[src/hw/rtl/wpp_pkg.sv]
// Shared types, codes and constants for the WAV PCM stream parser.
`timescale 1ns / 1ps
`default_nettype none
package wpp_pkg;

    localparam int MAX_SAMPLE_BYTES_DEF = 8;
    localparam int STREAM_LEN_W         = 33;
    localparam int TDATA_W              = 216;

    localparam logic [31:0] TAG_RIFF = 32'h4646_4952;
    localparam logic [31:0] TAG_WAVE = 32'h4556_4157;
    localparam logic [31:0] TAG_FMT  = 32'h2074_6D66;
    localparam logic [31:0] TAG_DATA = 32'h6174_6164;

    localparam logic [1:0] KIND_SAMPLE = 2'd0;
    localparam logic [1:0] KIND_FORMAT = 2'd1;
    localparam logic [1:0] KIND_ERROR  = 2'd2;

    localparam logic [3:0] ERR_RIFF_TAG    = 4'd0;
    localparam logic [3:0] ERR_WAVE_TAG    = 4'd1;
    localparam logic [3:0] ERR_SIZE        = 4'd2;
    localparam logic [3:0] ERR_NOT_PCM     = 4'd3;
    localparam logic [3:0] ERR_ZERO_CHAN   = 4'd4;
    localparam logic [3:0] ERR_ZERO_ALIGN  = 4'd5;
    localparam logic [3:0] ERR_BITS_LOW    = 4'd6;
    localparam logic [3:0] ERR_BITS_HIGH   = 4'd7;
    localparam logic [3:0] ERR_ALIGN       = 4'd8;
    localparam logic [3:0] ERR_DATA_EARLY  = 4'd9;
    localparam logic [3:0] ERR_DATA_SIZE   = 4'd10;
    localparam logic [3:0] ERR_EARLY_END   = 4'd11;

    typedef enum logic [6:0] {
        PH_RIFF    = 7'b0000001,
        PH_CHUNK   = 7'b0000010,
        PH_FMT     = 7'b0000100,
        PH_SKIP    = 7'b0001000,
        PH_SAMPLES = 7'b0010000,
        PH_DONE    = 7'b0100000,
        PH_ERROR   = 7'b1000000
    } phase_t;

    typedef struct packed {
        logic [1:0]  kind;
        logic [63:0] sample;
        logic [15:0] chan;
        logic        fend;
        logic [3:0]  err;
        logic [15:0] chan_count;
        logic [31:0] rate;
        logic [31:0] byte_rate;
        logic [15:0] bits;
        logic [31:0] frames;
        logic        run_end;
    } res_t;

    typedef struct packed {
        logic latch;
        logic div_start;
        logic apply;
        logic sel;
    } cmd_t;

    typedef struct packed {
        logic       need_div;
        logic       div_done;
        logic [1:0] step_rows;
        logic       two_rows;
    } sts_t;

endpackage
`default_nettype wire

[src/hw/rtl/wpp_div.sv]
// Radix-2 restoring divider, 32-bit dividend by 16-bit divisor.
`timescale 1ns / 1ps
`default_nettype none
module wpp_div (
    input  wire         aclk,
    input  wire         aresetn,
    input  wire         start,
    input  wire  [31:0] dividend,
    input  wire  [15:0] divisor,
    output logic        done,
    output logic [31:0] quotient,
    output logic [15:0] remainder
);
    logic [15:0] rem_reg, rem_next;
    logic [31:0] quo_reg, quo_next;
    logic [15:0] dvs_reg;
    logic [4:0]  cnt_reg;
    logic        busy_reg;
    logic        done_reg;
    logic [16:0] trial;
    logic [16:0] diff;
    logic        ge;

    always_comb begin
        trial    = {rem_reg, quo_reg[31]};
        diff     = trial - {1'b0, dvs_reg};
        ge       = trial >= {1'b0, dvs_reg};
        rem_next = ge ? diff[15:0] : trial[15:0];
        quo_next = {quo_reg[30:0], ge};
    end

    always_ff @(posedge aclk) begin
        if (!aresetn) begin
            busy_reg <= 1'b0;
            done_reg <= 1'b0;
            cnt_reg  <= '0;
        end else begin
            done_reg <= 1'b0;
            if (start) begin
                busy_reg <= 1'b1;
                cnt_reg  <= '0;
            end else if (busy_reg) begin
                cnt_reg <= cnt_reg + 5'd1;
                if (cnt_reg == 5'd31) begin
                    busy_reg <= 1'b0;
                    done_reg <= 1'b1;
                end
            end
        end
    end

    always_ff @(posedge aclk) begin
        if (start) begin
            rem_reg <= '0;
            quo_reg <= dividend;
            dvs_reg <= divisor;
        end else if (busy_reg) begin
            rem_reg <= rem_next;
            quo_reg <= quo_next;
        end
    end

    assign done      = done_reg;
    assign quotient  = quo_reg;
    assign remainder = rem_reg;
endmodule
`default_nettype wire

[src/hw/rtl/wpp_ctrl.sv]
// Sequencing controller: byte request, divide wait, apply and result delivery.
`timescale 1ns / 1ps
`default_nettype none
module wpp_ctrl (
    input  wire            aclk,
    input  wire            aresetn,
    input  wire            s_tvalid,
    output logic           s_tready,
    output logic           m_tvalid,
    input  wire            m_tready,
    input  wpp_pkg::sts_t  sts,
    output wpp_pkg::cmd_t  cmd
);
    import wpp_pkg::*;

    typedef enum logic [5:0] {
        ST_IDLE  = 6'b000001,
        ST_CHECK = 6'b000010,
        ST_DIV   = 6'b000100,
        ST_APPLY = 6'b001000,
        ST_OUT0  = 6'b010000,
        ST_OUT1  = 6'b100000
    } ctrl_state_t;

    ctrl_state_t state_reg, state_next;

    always_comb begin
        state_next    = state_reg;
        cmd           = '0;
        cmd.sel       = (state_reg == ST_OUT1);
        unique case (state_reg)
            ST_IDLE: begin
                if (s_tvalid) begin
                    cmd.latch  = 1'b1;
                    state_next = ST_CHECK;
                end
            end
            ST_CHECK: begin
                if (sts.need_div) begin
                    cmd.div_start = 1'b1;
                    state_next    = ST_DIV;
                end else begin
                    state_next = ST_APPLY;
                end
            end
            ST_DIV: begin
                if (sts.div_done) state_next = ST_APPLY;
            end
            ST_APPLY: begin
                cmd.apply  = 1'b1;
                state_next = (sts.step_rows != 2'd0) ? ST_OUT0 : ST_IDLE;
            end
            ST_OUT0: begin
                if (m_tready) state_next = sts.two_rows ? ST_OUT1 : ST_IDLE;
            end
            ST_OUT1: begin
                if (m_tready) state_next = ST_IDLE;
            end
            default: state_next = ST_IDLE;
        endcase
    end

    always_ff @(posedge aclk) begin
        if (!aresetn) state_reg <= ST_IDLE;
        else          state_reg <= state_next;
    end

    assign s_tready = (state_reg == ST_IDLE);
    assign m_tvalid = (state_reg == ST_OUT0) || (state_reg == ST_OUT1);
endmodule
`default_nettype wire

[src/hw/rtl/wpp_dp.sv]
// Parser datapath: held header state, per-byte step logic and result slots.
`timescale 1ns / 1ps
`default_nettype none
module wpp_dp #(
    parameter int MAX_SAMPLE_BYTES = wpp_pkg::MAX_SAMPLE_BYTES_DEF
) (
    input  wire                                aclk,
    input  wire                                aresetn,
    input  wire                                cfg_wr_en,
    input  wire  [wpp_pkg::STREAM_LEN_W-1:0]   cfg_wr_data,
    input  wire  [7:0]                         in_byte,
    input  wire                                in_last,
    input  wpp_pkg::cmd_t                      cmd,
    output wpp_pkg::sts_t                      sts,
    output wpp_pkg::res_t                      out_row
);
    import wpp_pkg::*;

    localparam logic [16:0] BITS_MAX = 17'(8 * MAX_SAMPLE_BYTES);

    logic [STREAM_LEN_W-1:0] stream_length_reg;
    logic [7:0]  byte_reg;
    logic        last_reg;

    phase_t      phase_reg, phase_next;
    logic [4:0]  fbc_reg, fbc_next;
    logic [63:0] gather_reg, gather_next;
    logic        fs_reg, fs_next;
    logic [31:0] csh_reg, csh_next;
    logic [15:0] ch_reg, ch_next;
    logic [31:0] rate_reg, rate_next;
    logic [31:0] brate_reg, brate_next;
    logic [15:0] align_reg, align_next;
    logic [15:0] bits_reg, bits_next;
    logic [3:0]  sb_reg, sb_next;
    logic [31:0] fl_reg, fl_next;
    logic [15:0] chan_reg, chan_next;
    logic [2:0]  sbn_reg, sbn_next;
    logic [63:0] acc_reg, acc_next;

    res_t        slot0_reg, slot1_reg;
    logic        two_reg;
    res_t        row_a, row0, row1;
    logic        a_v;
    logic [1:0]  n_rows;

    logic [4:0]  cnt;
    logic [31:0] word, id;
    logic [15:0] half;
    logic [32:0] padded;
    logic [32:0] skip_cnt;
    logic [16:0] nb_sum;
    logic [3:0]  nb;
    logic [19:0] nb_ch;
    logic [3:0]  k;
    logic [63:0] acc_new, v;
    logic        fend;
    logic [31:0] fl_dec;

    logic        div_done;
    logic [31:0] div_quo;
    logic [15:0] div_rem;

    wpp_div u_div (
        .aclk      (aclk),
        .aresetn   (aresetn),
        .start     (cmd.div_start),
        .dividend  (word),
        .divisor   (align_reg),
        .done      (div_done),
        .quotient  (div_quo),
        .remainder (div_rem)
    );

    function automatic res_t err_row(input logic [3:0] code);
        res_t r;
        r      = '0;
        r.kind = KIND_ERROR;
        r.err  = code;
        return r;
    endfunction

    function automatic logic [63:0] sign_ext(input logic [63:0] x, input logic [3:0] nbytes);
        logic [63:0] y;
        y = x;
        unique case (nbytes)
            4'd2: if (x[15]) y[63:16] = '1;
            4'd3: if (x[23]) y[63:24] = '1;
            4'd4: if (x[31]) y[63:32] = '1;
            4'd5: if (x[39]) y[63:40] = '1;
            4'd6: if (x[47]) y[63:48] = '1;
            4'd7: if (x[55]) y[63:56] = '1;
            default: y = x;
        endcase
        return y;
    endfunction

    always_comb begin
        cnt         = fbc_reg + 5'd1;
        gather_next = {byte_reg, gather_reg[63:8]};
        word        = gather_next[63:32];
        half        = gather_next[63:48];
        id          = gather_next[31:0];
        padded      = {1'b0, word} + {32'b0, word[0]};
        nb_sum      = {1'b0, half} + 17'd7;
        nb          = nb_sum[6:3];
        nb_ch       = {16'b0, nb} * {4'b0, ch_reg};
        k           = {1'b0, sbn_reg} + 4'd1;
        acc_new     = acc_reg | ({56'b0, byte_reg} << {sbn_reg, 3'b000});
        v           = sign_ext(acc_new, k);
        fend        = ({1'b0, chan_reg} + 17'd1) >= {1'b0, ch_reg};
        fl_dec      = fl_reg - 32'd1;
        skip_cnt    = '0;

        phase_next = phase_reg;
        fbc_next   = fbc_reg;
        fs_next    = fs_reg;
        csh_next   = csh_reg;
        ch_next    = ch_reg;
        rate_next  = rate_reg;
        brate_next = brate_reg;
        align_next = align_reg;
        bits_next  = bits_reg;
        sb_next    = sb_reg;
        fl_next    = fl_reg;
        chan_next  = chan_reg;
        sbn_next   = sbn_reg;
        acc_next   = acc_reg;
        row_a      = '0;
        a_v        = 1'b0;

        sts.need_div = (phase_reg == PH_CHUNK) && (cnt >= 5'd8) && (id == TAG_DATA)
                       && fs_reg && (align_reg != 16'd0);

        unique case (phase_reg)
            PH_RIFF: begin
                fbc_next = cnt;
                if (cnt == 5'd4 && word != TAG_RIFF) begin
                    a_v = 1'b1; row_a = err_row(ERR_RIFF_TAG); phase_next = PH_ERROR;
                end else if (cnt == 5'd8) begin
                    csh_next = word;
                end else if (cnt >= 5'd12) begin
                    if (word != TAG_WAVE) begin
                        a_v = 1'b1; row_a = err_row(ERR_WAVE_TAG); phase_next = PH_ERROR;
                    end else if (({1'b0, csh_reg} + 33'd8) != stream_length_reg) begin
                        a_v = 1'b1; row_a = err_row(ERR_SIZE); phase_next = PH_ERROR;
                    end else begin
                        phase_next = PH_CHUNK;
                        fbc_next   = '0;
                    end
                end
            end
            PH_CHUNK: begin
                fbc_next = cnt;
                if (cnt >= 5'd8) begin
                    csh_next = word;
                    fbc_next = '0;
                    if (id == TAG_FMT) begin
                        phase_next = PH_FMT;
                    end else if (id == TAG_DATA) begin
                        if (!fs_reg) begin
                            a_v = 1'b1; row_a = err_row(ERR_DATA_EARLY); phase_next = PH_ERROR;
                        end else if (align_reg == 16'd0) begin
                            a_v = 1'b1; row_a = err_row(ERR_ZERO_ALIGN); phase_next = PH_ERROR;
                        end else if (div_rem != 16'd0) begin
                            a_v = 1'b1; row_a = err_row(ERR_DATA_SIZE); phase_next = PH_ERROR;
                        end else begin
                            a_v              = 1'b1;
                            row_a.kind       = KIND_FORMAT;
                            row_a.chan_count = ch_reg;
                            row_a.rate       = rate_reg;
                            row_a.byte_rate  = brate_reg;
                            row_a.bits       = bits_reg;
                            row_a.frames     = div_quo;
                            fl_next          = div_quo;
                            chan_next        = '0;
                            sbn_next         = '0;
                            acc_next         = '0;
                            phase_next       = (div_quo != 32'd0) ? PH_SAMPLES : PH_DONE;
                        end
                    end else begin
                        skip_cnt = padded;
                        if (padded == 33'd0) begin
                            phase_next = PH_CHUNK;
                        end else begin
                            csh_next   = 32'(padded - 33'd1);
                            phase_next = PH_SKIP;
                        end
                    end
                end
            end
            PH_FMT: begin
                fbc_next = cnt;
                if (cnt == 5'd2) begin
                    bits_next = half;
                end else if (cnt == 5'd4) begin
                    ch_next = half;
                end else if (cnt == 5'd8) begin
                    rate_next = word;
                end else if (cnt == 5'd12) begin
                    brate_next = word;
                end else if (cnt == 5'd14) begin
                    align_next = half;
                end else if (cnt >= 5'd16) begin
                    bits_next = half;
                    if (bits_reg != 16'd1) begin
                        a_v = 1'b1; row_a = err_row(ERR_NOT_PCM); phase_next = PH_ERROR;
                    end else if (ch_reg == 16'd0) begin
                        a_v = 1'b1; row_a = err_row(ERR_ZERO_CHAN); phase_next = PH_ERROR;
                    end else if (align_reg == 16'd0) begin
                        a_v = 1'b1; row_a = err_row(ERR_ZERO_ALIGN); phase_next = PH_ERROR;
                    end else if (half < 16'd2) begin
                        a_v = 1'b1; row_a = err_row(ERR_BITS_LOW); phase_next = PH_ERROR;
                    end else if ({1'b0, half} > BITS_MAX) begin
                        a_v = 1'b1; row_a = err_row(ERR_BITS_HIGH); phase_next = PH_ERROR;
                    end else if (nb_ch != {4'b0, align_reg}) begin
                        a_v = 1'b1; row_a = err_row(ERR_ALIGN); phase_next = PH_ERROR;
                    end else begin
                        fs_next  = 1'b1;
                        sb_next  = nb;
                        fbc_next = '0;
                        // padded fmt size beyond the 16 body bytes is skipped
                        if (({1'b0, csh_reg} + {32'b0, csh_reg[0]}) > 33'd16)
                            skip_cnt = {1'b0, csh_reg} + {32'b0, csh_reg[0]} - 33'd16;
                        if (skip_cnt == 33'd0) begin
                            phase_next = PH_CHUNK;
                        end else begin
                            csh_next   = 32'(skip_cnt - 33'd1);
                            phase_next = PH_SKIP;
                        end
                    end
                end
            end
            PH_SKIP: begin
                if (csh_reg == 32'd0) begin
                    phase_next = PH_CHUNK;
                    fbc_next   = '0;
                end else begin
                    csh_next = csh_reg - 32'd1;
                end
            end
            PH_SAMPLES: begin
                acc_next = acc_new;
                if (k >= sb_reg || k >= 4'd8) begin
                    a_v          = 1'b1;
                    row_a.kind   = KIND_SAMPLE;
                    row_a.sample = v;
                    row_a.chan   = chan_reg;
                    row_a.fend   = fend;
                    acc_next     = '0;
                    sbn_next     = '0;
                    if (fend) begin
                        chan_next = '0;
                        fl_next   = fl_dec;
                        if (fl_dec == 32'd0) phase_next = PH_DONE;
                    end else begin
                        chan_next = chan_reg + 16'd1;
                    end
                end else begin
                    sbn_next = k[2:0];
                end
            end
            PH_DONE, PH_ERROR: begin
            end
            default: begin
            end
        endcase

        row0   = row_a;
        row1   = '0;
        n_rows = a_v ? 2'd1 : 2'd0;
        if (last_reg) begin
            if (phase_next != PH_DONE && phase_next != PH_ERROR) begin
                if (a_v) begin
                    row1   = err_row(ERR_EARLY_END);
                    n_rows = 2'd2;
                end else begin
                    row0   = err_row(ERR_EARLY_END);
                    n_rows = 2'd1;
                end
            end
            phase_next  = PH_RIFF;
            fbc_next    = '0;
            gather_next = '0;
            fs_next     = 1'b0;
            csh_next    = '0;
            ch_next     = '0;
            rate_next   = '0;
            brate_next  = '0;
            align_next  = '0;
            bits_next   = '0;
            sb_next     = '0;
            fl_next     = '0;
            chan_next   = '0;
            sbn_next    = '0;
            acc_next    = '0;
        end
        if (n_rows == 2'd2) row1.run_end = 1'b1;
        else                row0.run_end = 1'b1;

        sts.div_done  = div_done;
        sts.step_rows = n_rows;
        sts.two_rows  = two_reg;
    end

    always_ff @(posedge aclk) begin
        if (!aresetn) begin
            stream_length_reg <= '0;
            phase_reg  <= PH_RIFF;
            fbc_reg    <= '0;
            gather_reg <= '0;
            fs_reg     <= 1'b0;
            csh_reg    <= '0;
            ch_reg     <= '0;
            rate_reg   <= '0;
            brate_reg  <= '0;
            align_reg  <= '0;
            bits_reg   <= '0;
            sb_reg     <= '0;
            fl_reg     <= '0;
            chan_reg   <= '0;
            sbn_reg    <= '0;
            acc_reg    <= '0;
            two_reg    <= 1'b0;
        end else begin
            if (cfg_wr_en) stream_length_reg <= cfg_wr_data;
            if (cmd.apply) begin
                phase_reg  <= phase_next;
                fbc_reg    <= fbc_next;
                gather_reg <= gather_next;
                fs_reg     <= fs_next;
                csh_reg    <= csh_next;
                ch_reg     <= ch_next;
                rate_reg   <= rate_next;
                brate_reg  <= brate_next;
                align_reg  <= align_next;
                bits_reg   <= bits_next;
                sb_reg     <= sb_next;
                fl_reg     <= fl_next;
                chan_reg   <= chan_next;
                sbn_reg    <= sbn_next;
                acc_reg    <= acc_next;
                two_reg    <= (n_rows == 2'd2);
            end
        end
    end

    always_ff @(posedge aclk) begin
        if (cmd.latch) begin
            byte_reg <= in_byte;
            last_reg <= in_last;
        end
        if (cmd.apply) begin
            slot0_reg <= row0;
            slot1_reg <= row1;
        end
    end

    assign out_row = cmd.sel ? slot1_reg : slot0_reg;
endmodule
`default_nettype wire

[src/hw/rtl/wav_pcm_stream_parser_unit.sv]
// Top level of the RIFF WAV PCM stream parser.
`timescale 1ns / 1ps
`default_nettype none
// Feed a WAV file one byte per request on the s_ channel, tlast on its final
// byte, after writing the total file length through cfg_wr_en/cfg_wr_data
// while the block is idle. The parser checks the RIFF/WAVE header, walks the
// chunks, validates the fmt body and at the data chunk sends one format
// report, then one request per sample (little-endian, sign-extended unless one
// byte wide) with its channel and a frame-end flag. Errors send one error
// request and the parser ignores bytes until tlast, which always restarts it.
// Sequence: each byte passes through the accept, check and apply states, then
// its result requests are delivered one at a time, at most two, each held until
// m_tready; the data chunk header also waits on a bit-serial 32/16 divider for the frame count.
module wav_pcm_stream_parser_unit #(
    parameter int MAX_SAMPLE_BYTES = wpp_pkg::MAX_SAMPLE_BYTES_DEF
) (
    input  wire                               aclk,
    input  wire                               aresetn,
    input  wire                               cfg_wr_en,
    input  wire  [wpp_pkg::STREAM_LEN_W-1:0]  cfg_wr_data,  // stream_length
    input  wire                               s_tvalid,
    output logic                              s_tready,
    input  wire  [7:0]                        s_tdata,      // [7:0] stream_byte
    input  wire                               s_tlast,      // stream_last
    output logic                              m_tvalid,
    input  wire                               m_tready,
    // [63:0] sample_value, [79:64] channel_index, [80] frame_end,
    // [84:81] error_code, [100:85] channel_count, [132:101] rate_samples,
    // [164:133] rate_bytes, [180:165] bits_valid, [212:181] frame_total,
    // [215:213] zero
    output logic [wpp_pkg::TDATA_W-1:0]       m_tdata,
    output logic [1:0]                        m_tuser,      // [1:0] result_kind
    output logic                              m_tlast       // run_end
);
    import wpp_pkg::*;

    cmd_t cmd;
    sts_t sts;
    res_t row;

    // Sequencer: owns both handshakes and the divide wait.
    wpp_ctrl u_ctrl (
        .aclk     (aclk),
        .aresetn  (aresetn),
        .s_tvalid (s_tvalid),
        .s_tready (s_tready),
        .m_tvalid (m_tvalid),
        .m_tready (m_tready),
        .sts      (sts),
        .cmd      (cmd)
    );

    // Datapath: header state, step logic and the two result slots.
    wpp_dp #(
        .MAX_SAMPLE_BYTES (MAX_SAMPLE_BYTES)
    ) u_dp (
        .aclk        (aclk),
        .aresetn     (aresetn),
        .cfg_wr_en   (cfg_wr_en),
        .cfg_wr_data (cfg_wr_data),
        .in_byte     (s_tdata),
        .in_last     (s_tlast),
        .cmd         (cmd),
        .sts         (sts),
        .out_row     (row)
    );

    // Pack the selected slot onto the result channel.
    assign m_tdata = {3'b000, row.frames, row.bits, row.byte_rate, row.rate,
                      row.chan_count, row.err, row.fend, row.chan, row.sample};
    assign m_tuser = row.kind;
    assign m_tlast = row.run_end;
endmodule
`default_nettype wire

[config.mk]
export PLATFORM = sky130hd
export DESIGN_NAME = wav_pcm_stream_parser_unit
export DESIGN_NICKNAME = d
export VERILOG_FILES = /design/src/hw/rtl/wpp_pkg.sv /design/src/hw/rtl/wpp_div.sv /design/src/hw/rtl/wpp_ctrl.sv /design/src/hw/rtl/wpp_dp.sv /design/src/hw/rtl/wav_pcm_stream_parser_unit.sv
export SDC_FILE = /design/constraint.sdc
export NUM_CORES = 2
export LEC_CHECK = 0
export BUFFER_PORTS_ARGS = -buffer_cell sky130_fd_sc_hd__buf_2
export CAP_MARGIN = 0
export CORE_MARGIN = 4
export CORE_UTILIZATION = 55
export DETAILED_ROUTE_END_ITERATION = 12
export GPL_TIMING_DRIVEN = 0
export PLACE_DENSITY = 0.83
export SKIP_CTS_REPAIR_TIMING = 1
export SLEW_MARGIN = 20
export SYNTH_ARGS = -nofsm -noshare
export SYNTH_HDL_FRONTEND = slang
export SYNTH_SLANG_ARGS = --single-unit
[constraint.sdc]
create_clock -name aclk -period 17.98 [get_ports aclk]
set_input_delay 3.596 -clock aclk [delete_from_list [all_inputs] [get_ports aclk]]
set_output_delay 3.596 -clock aclk [all_outputs]
set_load 0.01 [all_outputs]
# Word-level counts from Yosys, hierarchy flattened
# Index checks and enable logic that the tools add are counted.
[word_totals] ff_bits=892 output_inout_bits=221 wordCells=476
[classes] n_addsub=15 n_mul=1 n_lt_le_gt_ge=10 n_eq_ne=77 shift=1 n_mux=278 n_bitwise=3 reduce_logical=43
[op_table] operator="$mux W216" count=27
[op_table] operator="$mux W32" count=43
[op_table] operator="$mux W64" count=9
[op_table] operator="$mux W16" count=30
[op_table] operator="$mux W33" count=14
[op_table] operator="$pmux W133 S3" count=1
[op_table] operator="$pmux W83 S4" count=1
[op_table] operator="$mux W7" count=28
[op_table] operator="$mux W128" count=1
[op_table] operator="$pmux W32 S4" count=1
[op_table] operator="$pmux W64 S2" count=1
[op_table] operator="$sub A32 B1 Y32 const B" count=4
[op_table] operator="$mux W5" count=21
[op_table] operator="$mux W81" count=1
[op_table] operator="$mux W4" count=18
[op_table] operator="$add A32 B1 Y33" count=2
[op_table] operator="$logic_not A33 Y1" count=2
[op_table] operator="$logic_not A32 Y1" count=2
[op_table] operator="$ne A32 B31 Y1 const B" count=2
[op_table] operator="$or A64 B64 Y64" count=1
[op_table] operator="$pmux W32 S2" count=1
[op_table] operator="$shl A8 B6 Y64" count=1
[op_table] operator="$ne A3 B2 Y1 const B" count=19
[op_table] operator="$mux W48" count=1
[op_table] operator="85 further kinds" count=197

# Depth between registers and ports, before layout
[depth] word_depth=38 ltp_mapped=29

# By module
# A second synthesis with hierarchy kept.
[unflattened] hier_cells=4596 hier_area_um2=40013.4
[by_module_without_submodules] mod="wpp_dp" instances=1 cells_each=4202 area_each_um2=35716.8 seq_area_each_um2=14143.6
[by_module_without_submodules] mod="wpp_div" instances=1 cells_each=336 area_each_um2=3829.9 seq_area_each_um2=1901.8
[by_module_without_submodules] mod="wpp_ctrl" instances=1 cells_each=54 area_each_um2=440.4 seq_area_each_um2=120.1
[by_module_without_submodules] mod="wav_pcm_stream_parser_unit" instances=1 cells_each=4 area_each_um2=26.3 seq_area_each_um2=0.0

# Worst setup path before layout
# No wires, ideal clock.
[synth_path] path_kind="register to register" start="reg u_ctrl.state_reg[4]" end="reg u_dp.slot0_reg[0] (netlist bit) (enable)" setup_time_ps=667 arrival_ps=7549 path_slack_ps=9764 path_stages_with_launch=7 n_path_buf=3 synth_period_minus_slack_ps=8216 cell_sequence="dfxtp_1 > clkbuf_1 > nor4_1 > nand3b_1 > clkinv_1 > clkbuf_1 > clkbuf_1"
[synth_via] elab_chain_cells=2
[synth_lines] element="from (decl)" line_no="wpp_ctrl.sv:25" source="ctrl_state_t state_reg, state_next;"
[synth_lines] element="from (signal assigned)" line_no="wpp_ctrl.sv:65" source="else state_reg <= state_next;"
[synth_lines] element="$eq A6 B4 Y1" line_no="wpp_ctrl.sv:31" source="unique case (state_reg)"
[synth_lines] element="$mux W1" line_no="wpp_ctrl.sv:31"
[synth_lines] element="to (signal assigned)" line_no="wpp_dp.sv:354" source="slot0_reg <= row0;"
[synth_lines] element="to (decl)" line_no="wpp_dp.sv:41" source="res_t slot0_reg, slot1_reg;"
# No other way between the ends.
# A chain may end at the register's enable or synchronous reset.

# Worst setup path in the final report
[layout_path] start="reg u_dp.gather_reg[56]" end="reg u_ctrl.state_reg[0]"
[layout_via] elab_chain_cells=23
[layout_lines] element="from (decl)" line_no="wpp_dp.sv:27" source="logic [63:0] gather_reg, gather_next;"
[layout_lines] element="from (signal assigned)" line_no="wpp_dp.sv:330" source="gather_reg <= gather_next;"
[layout_lines] element="$add A7 B3 Y7" line_no="wpp_dp.sv:105" source="nb_sum = {1'b0, half} + 17'd7;"
[layout_lines] element="$mul A4 B16 Y20" line_no="wpp_dp.sv:107" source="nb_ch = {16'b0, nb} * {4'b0, ch_reg};"
[layout_lines] element="$ne A20 B16 Y1" line_no="wpp_dp.sv:216" source="end else if (nb_ch != {4'b0, align_reg}) begin"
[layout_lines] element="$mux W7" line_no="wpp_dp.sv:216"
[layout_lines] element="$mux W7" line_no="wpp_dp.sv:214" source="end else if ({1'b0, half} > BITS_MAX) begin"
[layout_lines] element="$mux W7" line_no="wpp_dp.sv:212" source="end else if (half < 16'd2) begin"
[layout_lines] element="$mux W7" line_no="wpp_dp.sv:210" source="end else if (align_reg == 16'd0) begin"
[layout_lines] element="$mux W7" line_no="wpp_dp.sv:208" source="end else if (ch_reg == 16'd0) begin"
[layout_lines] element="[7 not listed]"
[layout_lines] element="$pmux W7 S5" line_no="wpp_dp.sv:135" source="unique case (phase_reg)"
[layout_lines] element="$ne A7 B6 Y1 or $ne A7 B7 Y1 (tied branches)" line_no="wpp_dp.sv:273" source="if (phase_next != PH_DONE && phase_next != PH_ERROR) begin"
[layout_lines] element="$logic_and A1 B1 Y1" line_no="wpp_dp.sv:273"
[layout_lines] element="$mux W2" line_no="wpp_dp.sv:273"
[layout_lines] element="$mux W2 (*)" line_no="wpp_dp.sv:272" source="if (last_reg) begin"
[layout_lines] element="$reduce_bool A2 Y1 (*)" line_no="wpp_ctrl.sv:51" source="state_next = (sts.step_rows != 2'd0) ? ST_OUT0 : ST_IDLE;"
[layout_lines] element="$mux W5 (*)" line_no="wpp_ctrl.sv:51"
[layout_lines] element="$pmux W6 S6 (*)" line_no="wpp_ctrl.sv:31"
# Every way passes the cells marked *; elsewhere a longest branch is shown, timed or not.

==> flow_summary.html <==
<table>
<tr><th>Metric</th><th>Value</th></tr>
<tr><th colspan="2">Placement</th></tr>
<tr><td>Global placer's final weighted congestion</td><td>approximately 1.1</td></tr>
<tr><td>Post-DP Area</td><td>roughly 0.043 mm2</td></tr>
<tr><td>Hpwl dp</td><td>106,000 um</td></tr>
<tr><td>Placed instance count</td><td>about 6,000</td></tr>
<tr><td>Worst slack at placement</td><td>a little over 9000 ps</td></tr>
<tr><td>Total of buffers placed on input and output ports</td><td>between 200 and 300</td></tr>
<tr><th colspan="2">Floorplanning</th></tr>
<tr><td>Starting density of the core</td><td>a little under three fifths</td></tr>
<tr><td>Height of the chip</td><td>about 280 um</td></tr>
<tr><td>Width of the die</td><td>roughly 280 um</td></tr>
<tr><td>Number of top-level pins</td><td>268</td></tr>
<tr><td>Floorplan core area</td><td>0.0719 mm2</td></tr>
<tr><td>Die outline area</td><td>slightly below 0.08 mm2</td></tr>
<tr><td>Site row count</td><td>between 90 and 100</td></tr>
<tr><th colspan="2">Clock tree</th></tr>
<tr><td>H-tree levels</td><td>3</td></tr>
<tr><td>TritonCTS Buffers</td><td>just over 70</td></tr>
<tr><td>Clock latency on the worst-skew pair</td><td>around 650 ps</td></tr>
<tr><td>CTS root buffer</td><td>clkbuf_16</td></tr>
<tr><td>TritonCTS clock tree</td><td>built</td></tr>
<tr><td>TritonCTS Sinks</td><td>670</td></tr>
<tr><td>Clock transition at the registers of the reported paths</td><td>~60 ps</td></tr>
<tr><td>Buffer levels on the longest clock path</td><td>3</td></tr>
<tr><th colspan="2">Worst setup path</th></tr>
<tr><td>Category of the most critical setup path</td><td>reg2reg</td></tr>
<tr><td>Worst setup EP type</td><td>register</td></tr>
<tr><td>Largest fanout on the critical path</td><td>10</td></tr>
<tr><td>Critical Path Start Type</td><td>register</td></tr>
<tr><td>Crit path arrival time</td><td>approximately 9500 ps</td></tr>
<tr><td>Required @ worst endpoint</td><td>18,460 ps</td></tr>
<tr><th colspan="2">STA</th></tr>
<tr><td>Post-route clock period utilization</td><td>around 50%</td></tr>
<tr><td>Final-layout setup total negative slack</td><td>0 ps</td></tr>
<tr><td>Setup Viol. Count Final</td><td>0</td></tr>
<tr><td>Number of slew-limit violations in the final report</td><td>0</td></tr>
<tr><td>Unrepaired setup endpoints after global routing</td><td>no</td></tr>
<tr><td>Final clock skew</td><td>25.7 ps</td></tr>
<tr><td>Final worst-path setup slack</td><td>between 9000 and 10,000 ps</td></tr>
<tr><td>Achievable clock frequency</td><td>approximately 0.11 GHz</td></tr>
<tr><td>Final-report hold violation count</td><td>0</td></tr>
<tr><td>Min Clock Period, post-route</td><td>approximately 9000 ps</td></tr>
<tr><td>Rel. slew slack</td><td>approximately 13%</td></tr>
<tr><td>Worst-Margin Slew</td><td>roughly 1300 ps</td></tr>
<tr><th colspan="2">Synthesis</th></tr>
<tr><td>Synth warn</td><td>0</td></tr>
<tr><td>Total of flip-flops plus latches after synthesis</td><td>670</td></tr>
<tr><td>Async SR Flop Fraction</td><td>0%</td></tr>
<tr><td>Number of instances in the synthesized netlist</td><td>roughly 4,800</td></tr>
<tr><td>Number of flops mapped to enable cells by yosys</td><td>about 280</td></tr>
<tr><td>Syn Std Cell Area</td><td>between 0.04 and 0.05 mm2</td></tr>
<tr><td>Sequential-to-total area share from yosys stat</td><td>between 40 and 50%</td></tr>
<tr><td>Yosys cell types</td><td>between 90 and 100</td></tr>
<tr><td>Mean instance size in the synthesized netlist</td><td>8.32 um2</td></tr>
<tr><td>Post-synth top flop</td><td>dfxtp_1</td></tr>
<tr><th colspan="2">Detailed routing</th></tr>
<tr><td>Remaining routing DRC violations</td><td>0</td></tr>
<tr><td>Number of antenna-violating nets in the routed design</td><td>0</td></tr>
<tr><td>Violation count after the first detailed-routing iteration</td><td>5,298</td></tr>
<tr><td>DR WL/cell</td><td>roughly 23 um</td></tr>
<tr><td>Routed via count</td><td>between 30,000 and 40,000</td></tr>
<tr><td>Via density per instance</td><td>~6.3</td></tr>
<tr><td>Post-Route WL</td><td>142,000 um</td></tr>
<tr><td>First drt pass iteration count</td><td>7</td></tr>
<tr><th colspan="2">Global route</th></tr>
<tr><td>Overall overflow remaining after global route</td><td>0</td></tr>
<tr><td>Initial antenna violation count</td><td>5</td></tr>
<tr><td>Maximum number of pins on one net before global-route repair</td><td>61</td></tr>
<tr><td>Wire length of the first global-routing pass</td><td>between 200,000 and 250,000 um</td></tr>
<tr><td>Via count of the first global-routing pass</td><td>roughly 36,000</td></tr>
<tr><td>Total global routing track utilization</td><td>about a third</td></tr>
<tr><th colspan="2">Final layout</th></tr>
<tr><td>Commonest cells after routing, fill and taps aside</td><td>604 x nand2_1, 489 x nor2_1, 455 x a21oi_1</td></tr>
<tr><td>Share of layout cells above drive strength 1</td><td>a little under a tenth</td></tr>
<tr><td>Number of non-filler instances in the completed layout</td><td>just over 6,000</td></tr>
<tr><td>Layout area overhead</td><td>12.8%</td></tr>
<tr><td>Most common cell after layout, fill and taps aside</td><td>nand2_1</td></tr>
<tr><td>Flip-flop count of the largest register after layout</td><td>between 200 and 250</td></tr>
<tr><td>Final core utilization</td><td>62.8%</td></tr>
<tr><td>Final net count</td><td>around 5,300</td></tr>
<tr><td>Fillcell total</td><td>6,031</td></tr>
<tr><td>Final non-filler cell area</td><td>0.0451 mm2</td></tr>
<tr><th colspan="2">Hold path</th></tr>
<tr><td>Path type of the worst min-delay path</td><td>reg2reg</td></tr>
<tr><th colspan="2">Run</th></tr>
<tr><td>Max-cap violation count</td><td>0</td></tr>
<tr><th colspan="2">Pwr</th></tr>
<tr><td>Areal power density over the cells</td><td>roughly 72 mW/mm2</td></tr>
<tr><td>Leakage power of the design</td><td>17.7 nW</td></tr>
<tr><td>Worst voltage drop across the vdd grid</td><td>approximately 0.000078 V</td></tr>
<tr><th colspan="2">Run status</th></tr>
<tr><td>Result of the run</td><td>finished, final reports clean</td></tr>
</table>
layer usage:
layer | up-vias | routed length (um) | share of wire (%) | global-route usage (%)
met5 | - | 22 | 0.015 | 0
met4 | 4 | 11100 | 7.8 | 22.3
met3 | 594 | 16100 | 11 | 7.28
met2 | 2601 | 61400 | 43 | 54.0
met1 | 18200 | 53600 | 38 | 45.5
li1 | 17700 | - | - | -
cell families (layout without fill, tap and decap cells):
| logic type | after synthesis | in the layout | synth area share, % |
|---|---|---|---|
| compound gates | 1014 | 1014 | 15.6 |
| flops | 670 | 670 | 40.4 |
| other cells | 1 | 6 | 0.00937 |
| simple gates | 2204 | 2204 | 27.4 |
| xor+xnor | 212 | 212 | 4.74 |
| buf+inv | 474 | 874 | 4.56 |
| fa+ha+maj | 114 | 114 | 4.10 |
| mux | 125 | 125 | 3.14 |
layout make-up:
cell class	instances	area [um2]	area share (%)
clock inverter	36	374	0.829
sequential	670	16200	35.8
buffer	340	1330	2.94
inverter	134	503	1.11
clock buffer	95	1990	4.41
antenna	3	7.51	0.0166
tap	950	1190	2.63
multi-input combinational	3672	22100	49.1
timing repair buffer	269	1450	3.20
metrics by stage:
step / hold WS, ps / power, mW
2_1_floorplan: 432 / 1.73
3_3_place_gp: 439 / 1.79
3_5_place_dp: 442 / 1.80
4_1_cts: 450 / 3.26
5_1_grt: 471 / 3.35
6_report: 449 / 3.27
power by group:
| part | internal [mW] | leakage, nW | switching [mW] |
|---|---|---|---|
| registers | 1.58 | 6.02 | 0.0140 |
| clock network | 0.848 | 1.16 | 0.649 |
| logic | 0.0561 | 10.5 | 0.118 |
Yosys cell counts (all sizes together) (64+ instances only):
cell type / instances / area, um2
o21ai: 175 / 876
inv: 133 / 499
nor3: 151 / 756
nand3: 90 / 455
xor2: 86 / 753
a21oi: 456 / 2290
mux2i: 120 / 1200
nor2: 492 / 1850
nor4: 94 / 609
ha: 84 / 1050
and2: 378 / 2360
and3: 64 / 400
nand2: 604 / 2270
edfxtp: 275 / 8260
dfxtp: 395 / 7910
nand4: 86 / 538
clkbuf: 292 / 1100
xnor2: 123 / 1080
path summary, 6_finish.rpt:
kind | cells past startpoint | startpoint | slack (ps) | endpoint
max | 26 | u_dp.gather_reg[56]$_SDFFE_PN0N_ | 9010 | u_ctrl.state_reg[0]$_SDFFE_PN1P_
min | 2 | u_dp.brate_reg[5]$_SDFFE_PN0P_ | 450 | u_dp.brate_reg[5]$_SDFFE_PN0P_
max reg2reg | 26 | u_dp.gather_reg[56]$_SDFFE_PN0N_ | 9010 | u_ctrl.state_reg[0]$_SDFFE_PN1P_
min reg2reg | 2 | u_dp.brate_reg[5]$_SDFFE_PN0P_ | 450 | u_dp.brate_reg[5]$_SDFFE_PN0P_
critical path: stages (launching register included):
cell and delay (ps):
dfxtp_1 350, clkbuf_1 450, o31ai_1 330, xnor2_1 770, clkbuf_1 460, nand2_1 170, fa_1 530, fa_1 490
inv_1 50, ha_1 260, clkbuf_1 320, xor2_1 270, nor2_1 90, a22o_1 240, or4_1 430, nor4_1 260
o2111ai_1 230, or3_1 410, nor2_1 300, a21oi_1 160, or4b_2 670, xnor2_1 160, or3_1 370, ha_1 310
nor3_1 50, a211oi_1 500, o221ai_1 210
Power figures use the tool's default switching activity.
